**config.mk**
```make
export PLATFORM = sky130hd
export DESIGN_NAME = ptcp_queue
export DESIGN_NICKNAME = d
export VERILOG_FILES = /design/src/ptcp_pkg.sv /design/src/ptcp_queue.sv
export SDC_FILE = /design/constraint.sdc
export NUM_CORES = 1
export LEC_CHECK = 0
export BUFFER_PORTS_ARGS = -buffer_cell sky130_fd_sc_hd__buf_2
export CAP_MARGIN = 20
export CORE_MARGIN = 5
export CORE_UTILIZATION = 40
export DETAILED_ROUTE_END_ITERATION = 8
export PLACE_DENSITY_LB_ADDON = 0.15
export SETUP_SLACK_MARGIN = 0.4
export SYNTH_ARGS = -nofsm -noshare
export SYNTH_HDL_FRONTEND = slang
export SYNTH_SLANG_ARGS = --single-unit
```
**constraint.sdc**
```tcl
create_clock -name i_clk -period 1.65 [get_ports i_clk]
set_input_delay 0.165 -clock i_clk [delete_from_list [all_inputs] [get_ports i_clk]]
set_output_delay 0.165 -clock i_clk [all_outputs]
set_load 0.005 [all_outputs]
```
**src/ptcp_pkg.sv**
```systemverilog
// ----------------------------------------------------------------------------
// ptcp_pkg: shared types and constants for the closest point unit
// Status codes, the control record and the width and latency helpers used by
// the front, queue and back.
// ----------------------------------------------------------------------------
package ptcp_pkg;

    // width of every coordinate port and of the distance port
    localparam int FIELD_BITS  = 32;
    localparam int DIST_BITS   = 64;
    localparam int STATUS_BITS = 2;

    // operand chunk of one partial product in the pipelined multiplier
    localparam int MUL_CHUNK = 34;

    // queue between front and back
    localparam int QUEUE_DEPTH = 2;
    localparam int PTR_BITS    = $clog2(QUEUE_DEPTH);

    typedef enum logic [STATUS_BITS-1:0] {
        ST_FOUND   = 2'd0,
        ST_DEGEN   = 2'd1,
        ST_OUTSIDE = 2'd2
    } t_status;

    typedef struct packed {
        logic    valid;
        t_status status;
    } t_ctl;

    // edge and offset width
    function automatic int ew_bits(int c);
        return c + 1;
    endfunction

    // dot product width
    function automatic int dw_bits(int c);
        return 2 * ew_bits(c) + 2;
    endfunction

    // determinant and numerator width
    function automatic int tw_bits(int c);
        return 2 * dw_bits(c) + 1;
    endfunction

    // bits of one classified item: det, nu, nv, e0, e1, corner2, query
    function automatic int item_bits(int c);
        return 3 * tw_bits(c) + 6 * ew_bits(c) + 6 * c;
    endfunction

    // cycles through one pipelined multiplier
    function automatic int mul_lat(int aw, int bw);
        return ((aw + MUL_CHUNK - 1) / MUL_CHUNK) * ((bw + MUL_CHUNK - 1) / MUL_CHUNK) + 2;
    endfunction

endpackage

```
**src/ptcp_queue.sv**
```systemverilog
// ----------------------------------------------------------------------------
// ptcp_queue: short queue between front and back
// Stores classified items and presents the oldest one in a register.
// ----------------------------------------------------------------------------
module ptcp_queue import ptcp_pkg::*; #(
    parameter int W = 8
) (
    input  logic         i_clk,
    input  logic         i_rst_n,
    input  t_ctl         i_ctl,
    input  logic [W-1:0] i_data,
    output t_ctl         o_ctl,
    output logic [W-1:0] o_data
);
    logic [W-1:0]      r_mem_d [QUEUE_DEPTH];
    t_status           r_mem_s [QUEUE_DEPTH];
    logic [PTR_BITS-1:0] r_wptr, r_rptr;
    logic [PTR_BITS:0]   r_cnt;
    logic              w_push, w_pop;
    logic              r_out_v;
    t_status           r_out_s;
    logic [W-1:0]      r_out_d;

    assign w_push = i_ctl.valid;
    assign w_pop  = (r_cnt != '0);

    // pointers and fill
    always_ff @(posedge i_clk) begin
        if (!i_rst_n) begin
            r_wptr  <= '0;
            r_rptr  <= '0;
            r_cnt   <= '0;
            r_out_v <= 1'b0;
        end else begin
            if (w_push) r_wptr <= r_wptr + 1'b1;
            if (w_pop)  r_rptr <= r_rptr + 1'b1;
            r_cnt   <= r_cnt + (PTR_BITS + 1)'(w_push) - (PTR_BITS + 1)'(w_pop);
            r_out_v <= w_pop;
        end
    end

    // storage and registered head
    always_ff @(posedge i_clk) begin
        if (w_push) begin
            r_mem_d[r_wptr] <= i_data;
            r_mem_s[r_wptr] <= i_ctl.status;
        end
        r_out_d <= r_mem_d[r_rptr];
        r_out_s <= r_mem_s[r_rptr];
    end

    assign o_ctl.valid  = r_out_v;
    assign o_ctl.status = r_out_s;
    assign o_data       = r_out_d;

endmodule

```
==> run_results.csv, run 1 <==
group,metric,value,unit
status,status,"finished, final reports clean",
logic_synthesis,synth_area,1129,um2
sta,post-route-min-period,1158,ps
sta,final-setup-viol-count,0,
critical_path,cp-end-kind,"register",
sta,finalHoldViolations,0,
logic_synthesis,yosysSeqAreaShare,79.82,%
floorplanning,die_h,63.12,um
sta,fin_crit_sh,70.19,%
global_routing,grt_usage,9.429,%
finish,nNetsFinal,110,
sta,tightest_slew,520.5,ps
critical_path,crit_slowest_cell,"dfxtp_1",
place,routabilityCongestion,0.6909,
finish,final_common_cell,"buf_2",
floorplanning,die_x,63.12,um
clock_network,clock_latency,330,ps
finish,insertedDiodeCount,0,
clock_network,cts-resized-gates,0,
drt,totalWireLength,1631,um
pwr,powerDensity,1200,nW/um2
hold_path,hold_class,"in2reg",
logic_synthesis,syn-num-nets,76,
pwr,peakVddDrop,0.7624,mV
pwr,power,0.001678,W
critical_path,cpPeakStageDelay,480,ps
finish,area_growth,23.95,%
sta,finalSetupTns,0,ps
global_routing,grt_pass1_vias,612,
sta,setup_slack,491.9,ps
clock_network,ctsHtreeMaxLevel,2,
clock_network,clock-root-buffer,"clkbuf_4",
clock_network,clk_pin_slew,100,ps
sta,max_freq,863.5,MHz
global_routing,antenna_found_initial,0,
critical_path,start_kind,"register",
floorplanning,design.core.area,2734,um2
job,max-cap-violations,0,
critical_path,arrival,1390,ps
global_routing,grt_first_pass_wirelength,2711,um
finish,fin_area,1399,um2
floorplanning,initial_utilization,41.28,%
drt,vias,595,
logic_synthesis,ys_ff_latch,35,
finish,fin_util,51.17,%
sta,rsz0062_at_grt,"no",
floorplanning,io_pins,24,
critical_path,cp_max_fo,12,
critical_path,cp_cell_sequence,"or3_1, and3_1",
global_routing,overflow,0,
drt,wl_per_cell,12.74,um
logic_synthesis,netlist_instances,62,
sta,drv_slew,0,
drt,via_per_inst,4.648,
logic_synthesis,syn_area_per_cell,18.20,um2
place,portBuffers,23,
floorplanning,dieArea,3984,um2
critical_path,worst-path-buf-inv,0,
finish,drive_gt1_share,43.30,%
logic_synthesis,synthDistinctLibCells,14,
sta,slew_headroom,65.25,%
global_routing,grt_max_degree,13,
drt,antenna_left,0,
drt,drt_iter0_markers,8,
clock_network,cts_tree,"done",
place,dpl_cell_area,1282,um2
critical_path,crit_family,"simple AND/OR/NAND/NOR gates",
clock_network,ctsLongestPathBuffers,2,
finish,final_cell_mix,"buf_2 (23), edfxtp_1 (20), dfxtp_1 (15), mux2_2 (10), clkbuf_4 (5)",
drt,drtPass1Iterations,3,
floorplanning,rows,19,
clock_network,clock-sinks,35,
drt,drc,0,
clock_network,cts_made_buffers,5,
critical_path,cp.required,1880,ps
logic_synthesis,yosys_warnings,0,
critical_path,crit_type,"reg2reg",
pwr,leakage,0.5628,nW
place,preCtsSetupSlack,483.7,ps
sta,fin_worst_skew,8.021,ps
## state kept, by name, indices dropped and copies added (netlist names)
register / flops
r_mem_s: 4
o_data: 8
r_cnt: 2
r_mem_d: 16
r_out_v: 1
r_wptr: 1
r_rptr: 1
r_out_s: 2
## metal layers
metal	wire length (um)	track usage [%]	vias to the layer above
met5	0	0	-
met4	59	7.958	0
met3	119	4.618	7
met2	813	14.62	17
met1	639	9.310	274
li1	-	-	297
## worst register-to-register path: cells and delay by family, from the launching register on
kind	cells	cell delay (ps)
flip-flops	1	480
AND/OR/NAND/NOR	2	580
## repair_timing
action	in CTS	in global routing
hold buffers	0	4
setup buffers	0	0
endpoints found under the hold margin	0	8
## final cells by class
class | instances | area [um2]
clock inverter | 3 | 38.79
timing repair buffer | 29 | 170.2
tap | 31 | 38.79
clock buffer | 5 | 37.54
fill | 244 | 1335
multi-input combinational | 25 | 212.7
sequential | 35 | 900.9
## through the flow
stage	instances	hold WS [ps]
floorplan	62	263.9
detailed placement	116	359.7
CTS	124	1.460
global route	128	2.422
finish	128	19.15
global placement	116	357.4
## path summary, 6_finish.rpt
check	start	endpoint	slack [ps]	depth (start not counted)
max	r_rptr$_SDFFE_PN0P_	r_rptr$_SDFFE_PN0P_	490	2
max reg2reg	r_rptr$_SDFFE_PN0P_	r_rptr$_SDFFE_PN0P_	490	2
min	i_data[2]	r_mem_d[0][2]$_DFFE_PP_	20	1
min reg2reg	r_mem_d[1][0]$_DFFE_PP_	o_data[0]$_DFF_P_	470	1
## report_power, final
part           switching, W  internal [W]
Sequential        0.0000194      0.000977
Combinational     0.0000396     0.0000620
Clock              0.000269      0.000311
## cells by family after synthesis
logic type,count (synthesis),synth area share [%]
compound gates,3,1.773
simple gates,10,5.101
mux,11,10.86
flops,35,79.82
buf+inv,2,1.330
fa+ha+maj,1,1.108
## synth_stat cells
cell,n,area (um2)
mux2i_1,1,10.01
o21ai_0,1,5.000
nand2_1,2,7.510
nor2b_1,3,18.77
and2_1,2,12.51
or3_1,1,6.260
mux2_2,10,112.6
dfxtp_1,15,300.3
ha_1,1,12.51
o21a_1,2,15.01
and3_1,1,6.260
edfxtp_1,20,600.6
nand2b_1,1,6.260
buf_4,2,15.01
Note: power is estimated with default switching activity, not from simulation.
==> run 2, diff against run 1 <==
- clock period: 1.65 -> 1.1 ns (I/O delays scaled with it)
==> run 2 against run 1 <==
Against the previous run:
- clock-buffer cell count is 2 higher
- cell count is 7.8% higher
- critical path depth stayed put
- combinational power is 130% higher
- highest routed layer unchanged
- critical path type unchanged
==> run_results.csv, run 2 (same netlist as run 1, synthesis figures left out) <==
group,metric,value,unit
floorplanning,design.core.area,2734,um2
floorplanning,die_x,63.12,um
clock_network,clock-sinks,35,
sta,setup_slack,139.9,ps
drt,via_per_inst,4.529,
finish,largest_register_ffs,16,
pwr,leakage,0.6608,nW
floorplanning,initial_utilization,41.28,%
critical_path,cp_cell_sequence,"buf_12, mux2_4",
critical_path,cp_max_fo,8,
job,max-cap-violations,0,
place,dp.cells,114,
sta,rsz0062_at_grt,"yes",
clock_network,ctsLongestPathBuffers,2,
sta,post-route-min-period,960.1,ps
pwr,p_sw_share,20.18,%
critical_path,crit_type,"reg2reg",
sta,drv_slew,0,
hold_path,hp-start,"i_rst_n",
place,preCtsSetupSlack,38.54,ps
critical_path,cp-end-kind,"register",
finish,final_cells,138,
finish,final_common_cell,"buf_2",
pwr,power,0.002338,W
floorplanning,io_pins,24,
critical_path,cp.required,1310,ps
clock_network,clock-root-buffer,"clkbuf_4",
clock_network,ctsHtreeMaxLevel,2,
global_routing,antenna_found_initial,0,
finish,nNetsFinal,121,
finish,regArea,910.9,um2
floorplanning,rows,19,
critical_path,critPathLaunch,"r_rptr$_SDFFE_PN0P_",
finish,fillCellCount,225,
sta,fin_worst_skew,5.397,ps
clock_network,cts_made_buffers,5,
pwr,powerDensity,1470,nW/um2
sta,max_freq,1042,MHz
pwr,p_int,0.001866,W
finish,area_growth,40.91,%
drt,drtPass1Iterations,2,
clock_network,cts_tree,"done",
pwr,peakVddDrop,1.112,mV
sta,slew_headroom,92.24,%
clock_network,clock_latency,320,ps
sta,fin_crit_sh,87.28,%
critical_path,reg2reg_from,"r_rptr$_SDFFE_PN0P_",
sta,final-setup-viol-count,0,
global_routing,grt_usage,9.422,%
floorplanning,die_h,63.12,um
drt,totalWireLength,1691,um
status,status,"finished, final reports clean",
sta,finalHoldViolations,0,
floorplanning,dieArea,3984,um2
critical_path,crit_slowest_cell,"dfxtp_4",
finish,multi_input_area,296.5,um2
place,portBuffers,23,
pwr,pwr-share-comb,10.2,%
drt,wl_per_cell,12.25,um
global_routing,grt_first_pass_wirelength,2822,um
drt,drc,0,
pwr,power.switching,0.0004717,W
place,place_hpwl,988.5,um
pwr,seqPwrFrac,63.9,%
finish,drive_gt1_share,50.47,%
global_routing,overflow,0,
pwr,clkPwrFrac,25.8,%
finish,top_register,"r_mem_d",
drt,drt_iter0_markers,24,
critical_path,arrival,1170,ps
hold_path,hold_class,"in2reg",
global_routing,grt_max_degree,11,
critical_path,cpPeakStageDelay,430,ps
drt,antenna_left,0,
drt,vias,625,
critical_path,start_kind,"register",
global_routing,grt_pass1_vias,647,
sta,tightest_slew,113.2,ps
finish,final_cell_mix,"buf_2 (23), edfxtp_1 (20), dfxtp_1 (11), mux2_4 (10), dlygate4sd3_1 (9)",
place,routabilityCongestion,0.6335,
clock_network,clk_pin_slew,90,ps
finish,insertedDiodeCount,0,
sta,finalSetupTns,0,ps
==> run 2: changes by cell type in the layout (fill, tap and decap cells not counted), moves of 2 or more <==
cell / previous run / this run
dlygate4sd3_1: 4 / 9
nor2b_1: 3 / 1
clkbuf_1: 0 / 2
dfxtp_1: 15 / 11
buf_6: 0 / 3
mux2_4: 0 / 10
dfxtp_2: 0 / 2
buf_12: 0 / 2
nor2b_4: 0 / 2
dfxtp_4: 0 / 2
mux2_2: 10 / 0
and2_4: 0 / 2
==> run 2: power groups by stage <==
stage               Sequential, W  Combinational, W  Clock, W
finish                    0.00149          0.000239  0.000603
global route              0.00150          0.000259  0.000682
CTS                       0.00149          0.000233  0.000636
detailed placement        0.00153          0.000155         0
global placement          0.00153          0.000153         0
floorplan                 0.00152         0.0000931         0
==> run 2: what timing repair did <==
item                       CTS  global route
cloned                       1             0
setup endpoints to repair   45            47
hold endpoints to repair    20             0
hold buffers                10             0
gates resized for setup     10             6
setup buffers                6             0
pin swaps                    1             1
==> run 2: cell type report <==
cell class                 instances  area share (%)
multi-input combinational         26           18.65
tap                               31           2.439
sequential                        35           57.28
clock buffer                       7           2.832
timing repair buffer              39           18.80
==> run 2: final timing paths <==
kind,endpoint,slack (ps),depth (start not counted)
hold reg to reg,o_data[4]$_DFF_P_,480,1
setup reg to reg,o_data[7]$_DFF_P_,140,2
setup / recovery,o_data[7]$_DFF_P_,140,2
hold / removal,r_wptr$_SDFFE_PN0P_,70,2
==> run 2: metal layers <==
| layer | vias up | GRT usage (%) | wire [um] |
|---|---|---|---|
| met4 | 0 | 5.570 | 23 |
| met5 | - | 0 | 0 |
| met3 | 4 | 4.085 | 110 |
| li1 | 314 | - | - |
| met1 | 289 | 10.32 | 708 |
| met2 | 18 | 15.00 | 849 |
==> run 2: metrics by stage <==
step                      hold slack (ps)  util (%)  area, um2
after floorplan                     208.9         -       1172
after global placement              299.6     47.83       1308
after detailed placement            303.5     47.83       1308
after CTS                           50.28     57.39       1569
after global routing                63.71     58.17       1590
final                               68.47     58.17       1590
==> run 2: critical path: cells and delay by family, from the launching register on <==
kind	cells	cell delay, ps
buf+inv	1	140
flops	1	430
mux	1	290
